<file path="src/rtl/core/sfa_pkg.sv">
// ----------------------------------------------------------------------------
// Sensor array frame averager package
// Shared widths, defaults, register codes and routing tables.
// ----------------------------------------------------------------------------
`default_nettype none

package sfa_pkg;

    localparam int DEF_NUM_SENSORS    = 36;
    localparam int DEF_NUM_CONVERTERS = 5;
    localparam int DEF_SAMPLE_BITS    = 16;

    localparam int RAW_W     = 16;
    localparam int SUM_W     = 24;
    localparam int FRAME_W   = 8;
    localparam int IDX_W     = 6;
    localparam int Q20_W     = 32;
    localparam int Q4_W      = 16;
    localparam int Q4_SHIFT  = 16;
    localparam int FRAC_BITS = 20;
    localparam int POS_W     = 3;
    localparam int INPUTS_PER_CONV = 8;

    localparam int DIV_STEPS  = SUM_W + FRAC_BITS;
    localparam int DIV_STEP_W = $clog2(DIV_STEPS);

    localparam int PADDR_W = 3;
    localparam int PDATA_W = 32;

    localparam logic [0:0] REG_FRAMES_TO_AVERAGE = 1'b0;
    localparam logic [FRAME_W-1:0] FRAMES_RESET = 8'd64;

    typedef logic [SUM_W-1:0] sum_t;
    typedef logic [POS_W-1:0] pos_t;

    localparam pos_t FULL_ROUTE [INPUTS_PER_CONV] = '{
        3'd3, 3'd4, 3'd5, 3'd6, 3'd7, 3'd2, 3'd1, 3'd0
    };
    localparam pos_t TAIL_ROUTE [INPUTS_PER_CONV] = '{
        3'd0, 3'd1, 3'd2, 3'd3, 3'd0, 3'd0, 3'd0, 3'd0
    };

endpackage

`default_nettype wire

</file>
<file path="src/rtl/core/sfa_if.sv">
// ----------------------------------------------------------------------------
// Sensor array frame averager channels
// Valid/ready channels for raw samples and averaged results.
// ----------------------------------------------------------------------------
`default_nettype none

interface sfa_sample_if;
    logic                     valid;
    logic                     ready;
    logic [sfa_pkg::RAW_W-1:0] raw_sample;

    modport source (output valid, output raw_sample, input ready);
    modport sink (input valid, input raw_sample, output ready);
endinterface

interface sfa_result_if;
    logic                       valid;
    logic                       ready;
    logic [sfa_pkg::IDX_W-1:0]  sensor_index;
    logic [sfa_pkg::Q20_W-1:0]  average_q20;
    logic [sfa_pkg::Q4_W-1:0]   average_q4;
    logic                       last_sensor;

    modport source (
        output valid, output sensor_index, output average_q20,
        output average_q4, output last_sensor, input ready
    );
    modport sink (
        input valid, input sensor_index, input average_q20,
        input average_q4, input last_sensor, output ready
    );
endinterface

`default_nettype wire

</file>
<file path="src/rtl/core/sensor_array_frame_averager.sv">
// ----------------------------------------------------------------------------
// Sensor array frame averager
// Routes converter samples to sensor accumulators and emits bit-serial
// divided averages in Q20 and Q4 after the configured number of frames.
// ----------------------------------------------------------------------------
// Each sample is read from its accumulator in S_IDLE and written back in S_ACC.
// The sample that completes the last frame is written back, then each sensor
// in turn is read, loaded, run through the 44-step bit-serial divider and
// handed off, waiting out any result stall; only then is the input ready again.
// Reset clears the scan position, the frame count and the accumulator valid
// bits, so all sums read as zero; frames_to_average resets to 64.
`default_nettype none

module sensor_array_frame_averager #(
    parameter int NUM_SENSORS    = sfa_pkg::DEF_NUM_SENSORS,
    parameter int NUM_CONVERTERS = sfa_pkg::DEF_NUM_CONVERTERS,
    parameter int SAMPLE_BITS    = sfa_pkg::DEF_SAMPLE_BITS
) (
    input  wire logic                          clk,
    input  wire logic                          rst_n,
    input  wire logic                          psel,
    input  wire logic                          penable,
    input  wire logic                          pwrite,
    input  wire logic [sfa_pkg::PADDR_W-1:0]   paddr,
    input  wire logic [sfa_pkg::PDATA_W-1:0]   pwdata,
    output logic      [sfa_pkg::PDATA_W-1:0]   prdata,
    output logic                               pready,
    sfa_sample_if.sink                         samples,
    sfa_result_if.source                       results
);

    localparam int SLOT_W    = $clog2(NUM_SENSORS);
    localparam int TAIL_REST = NUM_SENSORS - 8 * (NUM_CONVERTERS - 1);
    localparam int TAIL_INPUTS = (TAIL_REST < 1) ? 1 : ((TAIL_REST > 8) ? 8 : TAIL_REST);

    localparam logic [2:0] S_IDLE     = 3'd0;
    localparam logic [2:0] S_ACC      = 3'd1;
    localparam logic [2:0] S_EMIT_RD  = 3'd2;
    localparam logic [2:0] S_EMIT_LD  = 3'd3;
    localparam logic [2:0] S_DIV      = 3'd4;
    localparam logic [2:0] S_DIV_DONE = 3'd5;

    logic [2:0]                         state_reg, state_next;
    sfa_pkg::pos_t                      conv_reg, conv_next;
    sfa_pkg::pos_t                      inp_reg, inp_next;
    logic [sfa_pkg::FRAME_W-1:0]        frames_done_reg, frames_done_next;
    logic [sfa_pkg::FRAME_W-1:0]        fta_reg, fta_next;
    logic                               emit_reg, emit_next;
    logic [NUM_SENSORS-1:0]             valid_reg, valid_next;
    logic [SLOT_W-1:0]                  sensor_cnt_reg, sensor_cnt_next;
    logic [sfa_pkg::DIV_STEP_W-1:0]     step_cnt_reg, step_cnt_next;
    logic                               out_valid_reg, out_valid_next;

    logic [sfa_pkg::FRAME_W-1:0]        divisor_reg, divisor_next;
    logic [SLOT_W-1:0]                  slot_idx_reg, slot_idx_next;
    logic                               hit_reg, hit_next;
    logic [SAMPLE_BITS-1:0]             sample_reg, sample_next;
    sfa_pkg::sum_t                      dvd_reg, dvd_next;
    logic [sfa_pkg::FRAME_W-1:0]        rem_reg, rem_next;
    logic [sfa_pkg::Q20_W-1:0]          quo_reg, quo_next;
    logic [sfa_pkg::IDX_W-1:0]          out_index_reg, out_index_next;
    logic [sfa_pkg::Q20_W-1:0]          out_q20_reg, out_q20_next;
    logic                               out_last_reg, out_last_next;

    sfa_pkg::sum_t                      sum_mem [NUM_SENSORS];
    sfa_pkg::sum_t                      rd_data_reg;
    logic [SLOT_W-1:0]                  rd_addr;
    logic                               mem_we;
    sfa_pkg::sum_t                      wr_data;

    logic                               last_conv;
    logic                               inp_end;
    sfa_pkg::pos_t                      route;
    logic [sfa_pkg::IDX_W-1:0]          slot;
    logic                               in_range;
    logic [sfa_pkg::FRAME_W-1:0]        done_count;
    logic [sfa_pkg::FRAME_W-1:0]        target;
    logic [sfa_pkg::FRAME_W:0]          rem_shift;
    logic [sfa_pkg::FRAME_W:0]          rem_diff;
    logic                               rem_ge;
    logic                               out_free;
    logic                               cfg_write;

    assign pready    = 1'b1;
    assign cfg_write = psel && penable && pwrite
                       && (paddr[2] == sfa_pkg::REG_FRAMES_TO_AVERAGE);
    assign prdata    = (paddr[2] == sfa_pkg::REG_FRAMES_TO_AVERAGE)
                       ? {{(sfa_pkg::PDATA_W - sfa_pkg::FRAME_W){1'b0}}, fta_reg}
                       : '0;

    assign samples.ready        = (state_reg == S_IDLE);
    assign results.valid        = out_valid_reg;
    assign results.sensor_index = out_index_reg;
    assign results.average_q20  = out_q20_reg;
    assign results.average_q4   = out_q20_reg[sfa_pkg::Q20_W-1:sfa_pkg::Q4_SHIFT];
    assign results.last_sensor  = out_last_reg;

    assign out_free   = !out_valid_reg || results.ready;
    assign last_conv  = ({1'b0, conv_reg} >= 4'(NUM_CONVERTERS - 1));
    assign inp_end    = last_conv ? (inp_reg == 3'(TAIL_INPUTS - 1)) : (inp_reg == 3'd7);
    assign route      = last_conv ? sfa_pkg::TAIL_ROUTE[inp_reg] : sfa_pkg::FULL_ROUTE[inp_reg];
    assign slot       = {conv_reg, route};
    assign in_range   = ({1'b0, slot} < 7'(NUM_SENSORS));
    assign done_count = frames_done_reg + 8'd1;
    assign target     = (fta_reg == '0) ? 8'd1 : fta_reg;
    assign rem_shift  = {rem_reg, dvd_reg[sfa_pkg::SUM_W-1]};
    assign rem_diff   = rem_shift - {1'b0, divisor_reg};
    assign rem_ge     = (rem_shift >= {1'b0, divisor_reg});
    assign rd_addr    = (state_reg == S_IDLE) ? slot[SLOT_W-1:0] : sensor_cnt_reg;

    always_comb
    begin
        state_next       = state_reg;
        conv_next        = conv_reg;
        inp_next         = inp_reg;
        frames_done_next = frames_done_reg;
        fta_next         = cfg_write ? pwdata[sfa_pkg::FRAME_W-1:0] : fta_reg;
        emit_next        = emit_reg;
        valid_next       = valid_reg;
        sensor_cnt_next  = sensor_cnt_reg;
        step_cnt_next    = step_cnt_reg;
        out_valid_next   = out_valid_reg && !results.ready;
        divisor_next     = divisor_reg;
        slot_idx_next    = slot_idx_reg;
        hit_next         = hit_reg;
        sample_next      = sample_reg;
        dvd_next         = dvd_reg;
        rem_next         = rem_reg;
        quo_next         = quo_reg;
        out_index_next   = out_index_reg;
        out_q20_next     = out_q20_reg;
        out_last_next    = out_last_reg;
        mem_we           = 1'b0;
        wr_data          = (valid_reg[slot_idx_reg] ? rd_data_reg : '0)
                           + sfa_pkg::SUM_W'(sample_reg);

        case (state_reg)
            S_IDLE:
            begin
                if (samples.valid)
                begin
                    slot_idx_next = slot[SLOT_W-1:0];
                    hit_next      = in_range;
                    sample_next   = samples.raw_sample[SAMPLE_BITS-1:0];
                    emit_next     = 1'b0;
                    state_next    = S_ACC;
                    if (!inp_end)
                    begin
                        inp_next = inp_reg + 3'd1;
                    end
                    else if (!last_conv)
                    begin
                        inp_next  = '0;
                        conv_next = conv_reg + 3'd1;
                    end
                    else
                    begin
                        inp_next  = '0;
                        conv_next = '0;
                        if (done_count < target)
                        begin
                            frames_done_next = done_count;
                        end
                        else
                        begin
                            frames_done_next = '0;
                            divisor_next     = done_count;
                            emit_next        = 1'b1;
                        end
                    end
                end
            end
            S_ACC:
            begin
                mem_we = hit_reg;
                if (hit_reg)
                begin
                    valid_next[slot_idx_reg] = 1'b1;
                end
                sensor_cnt_next = '0;
                state_next      = emit_reg ? S_EMIT_RD : S_IDLE;
            end
            S_EMIT_RD:
            begin
                state_next = S_EMIT_LD;
            end
            S_EMIT_LD:
            begin
                dvd_next                   = valid_reg[sensor_cnt_reg] ? rd_data_reg : '0;
                valid_next[sensor_cnt_reg] = 1'b0;
                rem_next                   = '0;
                quo_next                   = '0;
                step_cnt_next              = '0;
                state_next                 = S_DIV;
            end
            S_DIV:
            begin
                dvd_next      = {dvd_reg[sfa_pkg::SUM_W-2:0], 1'b0};
                rem_next      = rem_ge ? rem_diff[sfa_pkg::FRAME_W-1:0]
                                       : rem_shift[sfa_pkg::FRAME_W-1:0];
                quo_next      = {quo_reg[sfa_pkg::Q20_W-2:0], rem_ge};
                step_cnt_next = step_cnt_reg + sfa_pkg::DIV_STEP_W'(1);
                if (step_cnt_reg == sfa_pkg::DIV_STEP_W'(sfa_pkg::DIV_STEPS - 1))
                begin
                    state_next = S_DIV_DONE;
                end
            end
            S_DIV_DONE:
            begin
                if (out_free)
                begin
                    out_valid_next = 1'b1;
                    out_index_next = sfa_pkg::IDX_W'(sensor_cnt_reg);
                    out_q20_next   = quo_reg;
                    out_last_next  = (sensor_cnt_reg == SLOT_W'(NUM_SENSORS - 1));
                    if (sensor_cnt_reg == SLOT_W'(NUM_SENSORS - 1))
                    begin
                        state_next = S_IDLE;
                    end
                    else
                    begin
                        sensor_cnt_next = sensor_cnt_reg + SLOT_W'(1);
                        state_next      = S_EMIT_RD;
                    end
                end
            end
            default:
            begin
                state_next = S_IDLE;
            end
        endcase
    end

    always_ff @(posedge clk or negedge rst_n)
    begin
        if (!rst_n)
        begin
            state_reg       <= S_IDLE;
            conv_reg        <= '0;
            inp_reg         <= '0;
            frames_done_reg <= '0;
            fta_reg         <= sfa_pkg::FRAMES_RESET;
            emit_reg        <= 1'b0;
            valid_reg       <= '0;
            sensor_cnt_reg  <= '0;
            step_cnt_reg    <= '0;
            out_valid_reg   <= 1'b0;
        end
        else
        begin
            state_reg       <= state_next;
            conv_reg        <= conv_next;
            inp_reg         <= inp_next;
            frames_done_reg <= frames_done_next;
            fta_reg         <= fta_next;
            emit_reg        <= emit_next;
            valid_reg       <= valid_next;
            sensor_cnt_reg  <= sensor_cnt_next;
            step_cnt_reg    <= step_cnt_next;
            out_valid_reg   <= out_valid_next;
        end
    end

    always_ff @(posedge clk)
    begin
        divisor_reg   <= divisor_next;
        slot_idx_reg  <= slot_idx_next;
        hit_reg       <= hit_next;
        sample_reg    <= sample_next;
        dvd_reg       <= dvd_next;
        rem_reg       <= rem_next;
        quo_reg       <= quo_next;
        out_index_reg <= out_index_next;
        out_q20_reg   <= out_q20_next;
        out_last_reg  <= out_last_next;
    end

    always_ff @(posedge clk)
    begin
        if (mem_we)
        begin
            sum_mem[slot_idx_reg] <= wr_data;
        end
        rd_data_reg <= sum_mem[rd_addr];
    end

`ifndef SYNTHESIS
    assert property (@(posedge clk) disable iff (!rst_n)
        (state_reg == S_DIV) |-> (rem_reg < divisor_reg))
        else $error("Divider remainder reached the divisor.");

    assert property (@(posedge clk) disable iff (!rst_n)
        (state_reg == S_EMIT_RD) |-> (divisor_reg != '0))
        else $error("Averaging run started with a zero frame count.");

    assert property (@(posedge clk) disable iff (!rst_n)
        (state_reg == S_DIV && sensor_cnt_reg == SLOT_W'(NUM_SENSORS - 1))
        |-> (valid_reg == '0))
        else $error("Accumulators not all cleared by the final sensor.");

    assert property (@(posedge clk) disable iff (!rst_n)
        (out_valid_reg && out_last_reg)
        |-> (out_index_reg == sfa_pkg::IDX_W'(NUM_SENSORS - 1)))
        else $error("Last flag on a sensor other than the final one.");
`endif

endmodule

`default_nettype wire

</file>
<file path="src/flat_wrapper.sv">
// flat-port wrapper written by rule: the top's interface ports become plain ports
module sensor_array_frame_averager_flat 
#(
    parameter int NUM_SENSORS    = sfa_pkg::DEF_NUM_SENSORS,
    parameter int NUM_CONVERTERS = sfa_pkg::DEF_NUM_CONVERTERS,
    parameter int SAMPLE_BITS    = sfa_pkg::DEF_SAMPLE_BITS
)
  (clk, rst_n, psel, penable, pwrite, paddr, pwdata, prdata, pready, samples_valid, samples_raw_sample, samples_ready, results_valid, results_sensor_index, results_average_q20, results_average_q4, results_last_sensor, results_ready);
  sfa_sample_if samples_i ();
  sfa_result_if results_i ();
  input  wire logic clk;
  input  wire logic rst_n;
  input  wire logic psel;
  input  wire logic penable;
  input  wire logic pwrite;
  input  wire logic [sfa_pkg::PADDR_W-1:0] paddr;
  input  wire logic [sfa_pkg::PDATA_W-1:0] pwdata;
  output logic      [sfa_pkg::PDATA_W-1:0] prdata;
  output logic pready;
  input wire logic [$bits(samples_i.valid)-1:0] samples_valid;
  input wire logic [$bits(samples_i.raw_sample)-1:0] samples_raw_sample;
  output wire logic [$bits(samples_i.ready)-1:0] samples_ready;
  output wire logic [$bits(results_i.valid)-1:0] results_valid;
  output wire logic [$bits(results_i.sensor_index)-1:0] results_sensor_index;
  output wire logic [$bits(results_i.average_q20)-1:0] results_average_q20;
  output wire logic [$bits(results_i.average_q4)-1:0] results_average_q4;
  output wire logic [$bits(results_i.last_sensor)-1:0] results_last_sensor;
  input wire logic [$bits(results_i.ready)-1:0] results_ready;
  assign samples_i.valid = samples_valid;
  assign samples_i.raw_sample = samples_raw_sample;
  assign samples_ready = samples_i.ready;
  assign results_valid = results_i.valid;
  assign results_sensor_index = results_i.sensor_index;
  assign results_average_q20 = results_i.average_q20;
  assign results_average_q4 = results_i.average_q4;
  assign results_last_sensor = results_i.last_sensor;
  assign results_i.ready = results_ready;
  sensor_array_frame_averager #(.NUM_SENSORS(NUM_SENSORS), .NUM_CONVERTERS(NUM_CONVERTERS), .SAMPLE_BITS(SAMPLE_BITS)) u_core (.clk(clk), .rst_n(rst_n), .psel(psel), .penable(penable), .pwrite(pwrite), .paddr(paddr), .pwdata(pwdata), .prdata(prdata), .pready(pready), .samples(samples_i), .results(results_i));
endmodule
</file>
<file path="config.mk">
export PLATFORM = sky130hd
export DESIGN_NAME = sensor_array_frame_averager_flat
export DESIGN_NICKNAME = d
export VERILOG_FILES = /design/src/rtl/core/sfa_pkg.sv /design/src/rtl/core/sfa_if.sv /design/src/rtl/core/sensor_array_frame_averager.sv /design/src/flat_wrapper.sv
export SDC_FILE = /design/constraint.sdc
export NUM_CORES = 1
export LEC_CHECK = 0
export BUFFER_PORTS_ARGS = -buffer_cell sky130_fd_sc_hd__clkbuf_2
export CORE_ASPECT_RATIO = 0.5
export CORE_MARGIN = 8
export CORE_UTILIZATION = 45
export DETAILED_ROUTE_END_ITERATION = 10
export SLEW_MARGIN = 20
export SYNTH_ARGS = -nofsm -noshare
export SYNTH_HDL_FRONTEND = slang
export SYNTH_SLANG_ARGS = --single-unit
</file>
<file path="constraint.sdc">
create_clock -name clk -period 11.9 [get_ports clk]
set_clock_uncertainty 0.2 [all_clocks]
set_input_delay 1.19 -clock clk [delete_from_list [all_inputs] [get_ports clk]]
set_output_delay 1.19 -clock clk [all_outputs]
set_load 0.05 [all_outputs]
</file>
==> results.md, run 1 <==
- The flow ran to the end, and the final reports show no timing, DRC or antenna violations.
- The final hold violation count came to 0.
- The total number of vias is 24,290.
- The total area inside the core boundary comes to approximately 100,000 µm².
- The worst ir drop on vdd is around 160 µV.
- The mean number of vias per cell is roughly 6.0.
- The worst path arrival time is around 6.7 ns.
- Measured in cells, the most critical reg-to-reg path has a length of 16.
- From bottom edge to top edge, the die measures 237.1 µm.
- The number of synthesis warnings is 0.
- The critical path start-end classification is register to register.
- In the finished design, the share of the clock period the worst path needs comes to 0.5518.
- TritonCTS built the clock tree.
- The starting utilization of the core area is 0.4524.
- The area growth from synthesis to layout is 12.90%.
- After clock tree synthesis, the repair step resized 0 gates.
- After layout, the worst setup slack is 5.333 ns.
- The flip-flop count of the largest register, all copies and words added is roughly 860.
- In this run the count of I/O pins placed on the die edge is 148.
- Excluding fillers, the count of instances in the completed layout stands at approximately 4,000.
- The endpoint identified for the worst register-to-register timing path is u_core.sum_mem[2][23].
- The tree built by TritonCTS fans out to 1,097 sinks.
- Setup slack on the worst reg-to-reg path comes out at ~5.3 ns.
- Detailed placement ended at an HPWL of between 60,000 and 70,000 µm.
- The relative max-transition margin is 0.2372.
- The biggest area contributor in the post-synthesis netlist is sky130_fd_sc_hd__edfxtp_1.
- The die covers between 100,000 and 150,000 µm².
- The congestion estimate from routability-driven global placement came to around 0.83.
- For this design the ratio of total power to cell area is 224.0 nW/µm².
- After synthesis, the cell types taking the most area are sky130_fd_sc_hd__edfxtp_1, sky130_fd_sc_hd__mux4_2, sky130_fd_sc_hd__mux2i_1.
- The tool flagged a number of max-cap violations equal to 0.
- The initial antenna violation count is 0.
- The post-synthesis instance area is roughly 44,000 µm².
- For this run, design rule violations remaining after detail routing come to 0.
- The overflow left after global routing is 0.
- Power comes to 11.13 mW.
- In this run, CTS created clock tree buffers numbering 99.
- CTS placed an instance of sky130_fd_sc_hd__clkbuf_16 at the clock tree root.
- The detailed router finished its first iteration with ~2,600 violations.
- Of the post-synthesis cell area, the dominant cell type holds 0.6809.
- The post-route standard cell area excluding fillers is 49,690 µm².
- In the synthesized netlist, the number of instances is 2,557.
- Hold is met by approximately 0.22 ns.
- The residual antenna-violating net count after detailed routing is 0.
- Counting flops and latches in the post-synthesis netlist gives about 1,100.
- Setup total negative slack on the finished layout was measured at 0 ns.
- The multi-input combinational cells in the finished layout cover a total of 11,230 µm².
- Of the synthesized area, sequential elements account for 0.7345.
- The via count of the first global-routing pass is about 23,000.
- The clock passes through at most 3 buffers.
- sky130_fd_sc_hd__edfxtp_1 is the most common cell in the netlist.
- The layout cell share with drive strength beyond 1 is 0.1982.
- In this run the static leakage power is about 17 nW.
- The utilization of the core after routing is 0.5107.
- The final layout contains 2,791 nets.
- Setup repair after global routing left no endpoint under its margin.
- The standard-cell row count is 81.
- The count of inserted antenna diode cells is 0.
- At the pin with the least slew margin, the transition time is around 1.1 ns.
- The detail-routed net length per standard cell is 27.45 µm.
- The unique cell type count in the Yosys netlist is 73.
- Timing analysis after detailed placement gives a worst setup slack of roughly 5 ns.
- The number of synthesized flops with an enable pin is approximately 1,000.
- For the finished layout, the period the worst path requires is 6.567 ns.
- The filler cells instantiated in the layout total a little under 8,000.
- The post-placement cell area is between 40,000 and 50,000 µm².
- By count the netlist is led by sky130_fd_sc_hd__edfxtp_1, sky130_fd_sc_hd__mux2i_1, sky130_fd_sc_hd__mux4_2.
- The first TritonRoute pass finished after 7 iterations.
- After clock tree synthesis, the clock-pin slew on the worst setup and hold paths is about 0.06 ns.
- The total of endpoints with negative setup slack in the final report is 0.
- Along the worst path, the maximum fanout reaches 36.
- The mean post-synth cell area is 17.21 µm².
- Across the whole layout, storage elements account for 32,330 µm².
- STA classifies the critical path startpoint as a register.
- The number of placed instances, taps included is around 3,900.
- The first global-routing pass estimated 161,700 µm of wire.
- The required time of the critical path is between 10 and 15 ns.
- The number of max-slew violations in the final report is 0.
- The number of buffers inserted by port buffering is 96.
- Once the clock tree was built, the setup fixing pass inserted 0 buffers.
- The critical path ends at u_core.sum_mem[2][23].
- The critical path startpoint is u_core.slot_idx_reg[0].
- The worst register-to-register path begins at u_core.slot_idx_reg[0].
- The H-tree depth is 3.
- The total track usage is 0.1998.
- The die is about 460 µm wide.
- The worst hold path was traced through 0 stages.
- Among all flip-flop cells after synthesis, the most frequent one is sky130_fd_sc_hd__edfxtp_1.
- Timing would allow up to approximately 150 MHz.
- The category of the worst setup path capture point is a register.
- In this run the worst hold path is classified as register to register.
- The largest net degree at the start of global routing is about 100.
- The source-to-sink clock delay at the later pin of the worst-skew pair is about 0.70 ns.
- The total routed wirelength is around 110,000 µm.
- Hold repair after CTS inserted 0 buffers.
- Of all flip-flops after synthesis, the portion carrying an async set or reset was 0.06837.
-- cell families (layout without fill, tap and decap cells) --
group / after synthesis / count (layout) / synth area share
flip-flops: 1097 / 1097 / 0.7345
AND/OR/NAND/NOR: 416 / 416 / 0.04770
AO/OA/AOI/OAI: 414 / 414 / 0.06223
multiplexers: 352 / 352 / 0.1143
buffers and inverters: 207 / 402 / 0.02359
adder cells (fa/ha/maj): 41 / 41 / 0.01200
XOR/XNOR: 28 / 28 / 0.005572
other: 2 / 25 / 0.0001706
-- cell type report --
cell class,instances,area share
clock buffers,137,0.05519
well taps,1286,0.03238
repair buffers,179,0.02513
flip-flops and latches,1097,0.6506
clock inverters,47,0.007806
inverters,39,0.002946
multi-input cells,1276,0.2260
-- layer usage --
layer	wire, µm	up-vias	GRT usage
li1	-	10417	-
met1	50150	12722	0.2986
met2	49680	981	0.3031
met3	8777	170	0.03430
met4	2846	0	0.05650
met5	0	-	0
-- worst max-delay path, stage by stage (launching register included) --
cell,delay (ns)
sky130_fd_sc_hd__edfxtp_1,0.83
sky130_fd_sc_hd__mux4_2,0.62
sky130_fd_sc_hd__nand3_1,0.11
sky130_fd_sc_hd__o21ai_0,0.11
sky130_fd_sc_hd__a211oi_1,0.32
sky130_fd_sc_hd__o2111ai_2,0.20
sky130_fd_sc_hd__buf_4,0.30
sky130_fd_sc_hd__and2_1,0.25
sky130_fd_sc_hd__ha_1,0.29
sky130_fd_sc_hd__a21oi_1,0.19
sky130_fd_sc_hd__o211ai_1,0.20
sky130_fd_sc_hd__o41ai_1,0.31
sky130_fd_sc_hd__buf_4,0.20
sky130_fd_sc_hd__o211ai_1,0.11
sky130_fd_sc_hd__a31oi_1,0.87
sky130_fd_sc_hd__o21ai_0,0.35
sky130_fd_sc_hd__a21boi_4,0.75
-- where the power goes --
group          internal [mW]  switching [mW]
Clock                   1.72            1.40
Combinational           1.05            1.92
Sequential              4.90           0.151
Total                   7.66            3.47
-- worst min path at each step --
stage / slack, ns / start / endpoint
detailed placement: 0.22 / u_core.quo_reg[31] / u_core.results.average_q20[31]
finish: 0.22 / u_core.quo_reg[31] / u_core.results.average_q20[31]
CTS: 0.23 / u_core.quo_reg[31] / u_core.results.average_q20[31]
global placement: 0.20 / u_core.quo_reg[31] / u_core.results.average_q20[31]
floorplan: 0.20 / u_core.quo_reg[31] / u_core.results.average_q20[31]
global route: 0.24 / u_core.quo_reg[31] / u_core.results.average_q20[31]
-- placed cells by master, fill, tap and decap left out, types with 6 or more instances in the layout --
cell	instances
sky130_fd_sc_hd__a21o_1	9
sky130_fd_sc_hd__a21oi_1	30
sky130_fd_sc_hd__a22o_1	28
sky130_fd_sc_hd__a22oi_1	49
sky130_fd_sc_hd__a31oi_1	6
sky130_fd_sc_hd__and2_1	19
sky130_fd_sc_hd__and3_1	43
sky130_fd_sc_hd__buf_4	75
sky130_fd_sc_hd__clkbuf_1	28
sky130_fd_sc_hd__clkbuf_16	101
sky130_fd_sc_hd__clkbuf_2	95
sky130_fd_sc_hd__clkbuf_8	8
sky130_fd_sc_hd__clkinv_1	18
sky130_fd_sc_hd__clkinv_2	18
sky130_fd_sc_hd__conb_1	25
sky130_fd_sc_hd__dfrtp_1	74
sky130_fd_sc_hd__dfxtp_1	24
sky130_fd_sc_hd__edfxtp_1	998
sky130_fd_sc_hd__ha_1	39
sky130_fd_sc_hd__inv_1	37
sky130_fd_sc_hd__mux2_2	24
sky130_fd_sc_hd__mux2i_1	210
sky130_fd_sc_hd__mux4_2	118
sky130_fd_sc_hd__nand2_1	85
sky130_fd_sc_hd__nand2b_1	11
sky130_fd_sc_hd__nand3_1	45
sky130_fd_sc_hd__nand4_1	32
sky130_fd_sc_hd__nor2_1	59
sky130_fd_sc_hd__nor2_4	38
sky130_fd_sc_hd__nor2b_1	20
sky130_fd_sc_hd__nor3_1	15
sky130_fd_sc_hd__o211ai_1	6
sky130_fd_sc_hd__o21ai_0	113
sky130_fd_sc_hd__o22ai_1	98
sky130_fd_sc_hd__o41ai_1	23
sky130_fd_sc_hd__or3_1	8
sky130_fd_sc_hd__xnor2_1	7
sky130_fd_sc_hd__xnor2_2	10
sky130_fd_sc_hd__xor2_1	7
No activity file was read; power rests on OpenSTA's default activity.
==> inputs of run 2 (changes only) <==
==> constraint.sdc (replaced) <==
create_clock -name clk -period 5.65 [get_ports clk]
set_clock_uncertainty 0.2 [all_clocks]
set_input_delay 0.565 -clock clk [delete_from_list [all_inputs] [get_ports clk]]
set_output_delay 0.565 -clock clk [all_outputs]
set_load 0.05 [all_outputs]
==> results.md, run 2 (same netlist as run 1, synthesis figures left out) <==
- The cell leakage power is 17.56 nW (+2.2%).
- The slew at the pin closest to its max-slew limit is 1.151 ns (+0.009890 ns).
- The number of max-slew violations in the final report is 0 (unchanged).
- The post-placement cell area was 46,980 µm² (+1.2%).
- The time the final worst path needs with I/O delays and setup is 5.256 ns (-1.310 ns).
- The clock sink count is 1,097 (unchanged).
- The destination of the worst register-to-register timing path is u_core.sum_mem[10][10].
- The standard-cell row count was 81 (unchanged).
- The delay of the slowest critical-path stage is 0.68 ns (-0.19 ns).
- The mean number of vias per cell is 5.967 (-0.24%).
- The number of buffers between clock root and the deepest sink was 3 (unchanged).
- The total number of vias was 24,632 (+1.4%).
- The number of remaining DRC errors is 0 (unchanged).
- The required time of the critical path is 5.89 ns (-6.17 ns).
- The reg-to-reg setup timing slack is 0.39 ns (-4.94 ns).
- The via count of the first global-routing pass is 24,133 (+3.1%).
- The overflow left after global routing is 0 (unchanged).
- The cell depth of the worst flop-to-flop path is 16 (unchanged).
- The critical path startpoint is u_core.slot_idx_reg[1].
- The core area is 97,290 µm² (unchanged).
- The number of resized instances in the post-cts repair step came to 0 (unchanged).
- The worst hold path belongs to the class input pin to async pin.
- The destination of the critical timing path is u_core.sum_mem[10][10].
- The die span in y is 237.1 µm (unchanged).
- The total routed wirelength came to 117,100 µm (+5.1%).
- The power per cell area is 469.8 nW/µm² (+110%).
- The number of buffers inserted by port buffering was 96 (unchanged).
- The maximum clock frequency is 190.2 MHz (+25%).
- The worst setup timing slack at the placement stage came to 0.5024 ns (-4.558 ns).
- The synthesis-to-finish area growth is 14.59%.
- The detailed-placement wirelength estimate came to 70,130 µm (+15%).
- The critical path start-end classification is register to register.
- The count of inserted antenna diode cells is 0 (unchanged).
- The tree is rooted in a sky130_fd_sc_hd__clkbuf_16.
- The most common library cell in the layout ignoring fill and taps is sky130_fd_sc_hd__edfxtp_1.
- STA classifies the critical path endpoint as a register.
- The area of the die came to 108,700 µm² (unchanged).
- The highest-delay cell along the critical path is sky130_fd_sc_hd__edfxtp_1.
- The relative max-transition margin is 0.2324 (-0.004787).
- The number of buffers inserted during clock tree synthesis is 97 (-2.0%).
- The flip-flop count of the largest register, all copies and words added is 864 (unchanged).
- The width of the die is 458.3 µm (unchanged).
- The final setup slack of the worst path is 0.3937 ns (-4.940 ns).
- The post-route clock period utilization is 0.9303 (+0.3785).
- The category of the worst setup path launch point is a register.
- The final hold violation count was 0 (unchanged).
- The residual antenna-violating net count after detailed routing came to 0 (unchanged).
- The total track usage was 0.2101 (+0.01036).
- The run finished with clean final reports.
- The starting utilization of the core area is 0.4524 (unchanged).
- The initial antenna violation count came to 4 (+4).
- The buffer count from post-CTS setup fixing was 0 (unchanged).
- The total negative slack is 0 ns (unchanged).
- The total number of nets in the final design is 2,858 (+2.4%).
- The number of top-level pins is 148 (unchanged).
- The library cells used most frequently in the layout, excluding fill and tap cells, are sky130_fd_sc_hd__edfxtp_1, sky130_fd_sc_hd__mux2i_1, sky130_fd_sc_hd__mux4_2.
- The critical path goes through mux2_2 -> a22oi_1 -> o2bb2ai_1 -> a211oi_1 -> o2111ai_2 -> buf_4 -> and2_1 -> ha_1 -> fa_1 -> a211oi_1 -> o21ai_0 -> a31oi_1 -> o21bai_1 -> a21oi_1 -> xnor2_2 -> buf_12.
- The final weighted congestion in routability-driven placement is 0.8626 (+3.6%).
- The layout cell share with drive strength beyond 1 is 0.2062 (+0.007995).
- The clock transition at the registers of the reported paths is 0.07 ns (about the same).
- The post-route standard cell area excluding fillers came to 50,440 µm² (+1.5%).
- The worst hold margin is 0.2009 ns (-0.02208 ns).
- The number of iterations in the first detailed-routing pass is 5 (-2).
- The clock tree from TritonCTS is done.
- The origin of the critical flop-to-flop path is u_core.slot_idx_reg[1].
- The detail-routed net length per standard cell is 28.37 µm (+3.4%).
- The worst path arrival time is 5.49 ns (-1.23 ns).
- The largest net degree at the start of global routing is 106 (+2.9%).
- The max-capacitance violation count is 0 (unchanged).
- The worst ir drop on vdd came to 450.8 µV (+180%).
- The number of DRC violations after detailed-routing iteration 0 is 2,756 (+6.6%).
- By instance count, the cell type seen most on the critical path is sky130_fd_sc_hd__a211oi_1.
- The source-to-sink clock delay at the later pin of the worst-skew pair is 0.69 ns (about the same).
- Setup repair after global routing left no endpoint under its margin.
- The wire length of the first global-routing pass came to 168,100 µm (+4.0%).
- The total power was 23.69 mW (+110%).
- The highest fanout seen on the critical path is 19 (-47%).
- The H-tree depth is 3 (unchanged).
- The count of hold buffers inserted by post-cts repair was 27 (+27).
- The total of endpoints with negative setup slack in the final report was 0 (unchanged).
run 2: cell count changes in the layout (fill, tap and decap cells not counted), moves of 3 or more:
cell	change
sky130_fd_sc_hd__and2_1	+3
sky130_fd_sc_hd__and2_2	-3
sky130_fd_sc_hd__buf_12	+9
sky130_fd_sc_hd__buf_16	+4
sky130_fd_sc_hd__buf_4	+27
sky130_fd_sc_hd__clkbuf_1	-4
sky130_fd_sc_hd__dlygate4sd3_1	+27
run 2: area by class of cell:
cell class                      count  area (µm²)
Clock inverter                     53       476.7
Sequential cell                  1097       32330
Fill cell                        7733       46860
Clock buffer                      129        2650
Multi-Input combinational cell   1276       11180
Inverter                           39       146.4
Timing Repair Buffer              248        2042
Tap cell                         1286        1609
run 2: metal layers:
layer | track usage | vias to the layer above | part of all wire
li1 | - | 10548 | -
met3 | 0.06208 | 182 | 0.11
met5 | 0 | - | 0
met1 | 0.3078 | 12758 | 0.44
met2 | 0.3033 | 1144 | 0.42
met4 | 0.06487 | 0 | 0.030
run 2: worst min-delay path by stage:
stage,end,from
2_1_floorplan,u_core.conv_reg[0],rst_n
6_report,u_core.emit_reg,rst_n
3_3_place_gp,u_core.results.average_q20[31],u_core.quo_reg[31]
4_1_cts,u_core.results.average_q20[31],u_core.quo_reg[31]
3_5_place_dp,u_core.results.average_q20[31],u_core.quo_reg[31]
5_1_grt,u_core.state_reg[0],rst_n
run 2: through the flow:
stage / std cells / util
floorplan: 2580 / -
global placement: 3908 / 0.4807
CTS: 4126 / 0.5178
detailed placement: 3917 / 0.4829
global route: 4128 / 0.5184
finish: 4128 / 0.5184
run 2: power breakdown:
group | total, mW | internal, mW | switching [mW]
sequential | 10.6 | 10.3 | 0.326
clock | 6.60 | 3.63 | 2.97
combinational | 6.46 | 2.38 | 4.09
run 2: worst max-delay path: cells and delay by family (launching register included):
| kind | cells | cell delay (ns) |
|---|---|---|
| AO/OA/AOI/OAI | 9 | 2.00 |
| adder cells (fa/ha/maj) | 2 | 0.71 |
| flip-flops | 1 | 0.68 |
| buffers and inverters | 2 | 0.53 |
| multiplexers | 1 | 0.39 |
| XOR/XNOR | 1 | 0.30 |
| AND/OR/NAND/NOR | 1 | 0.17 |
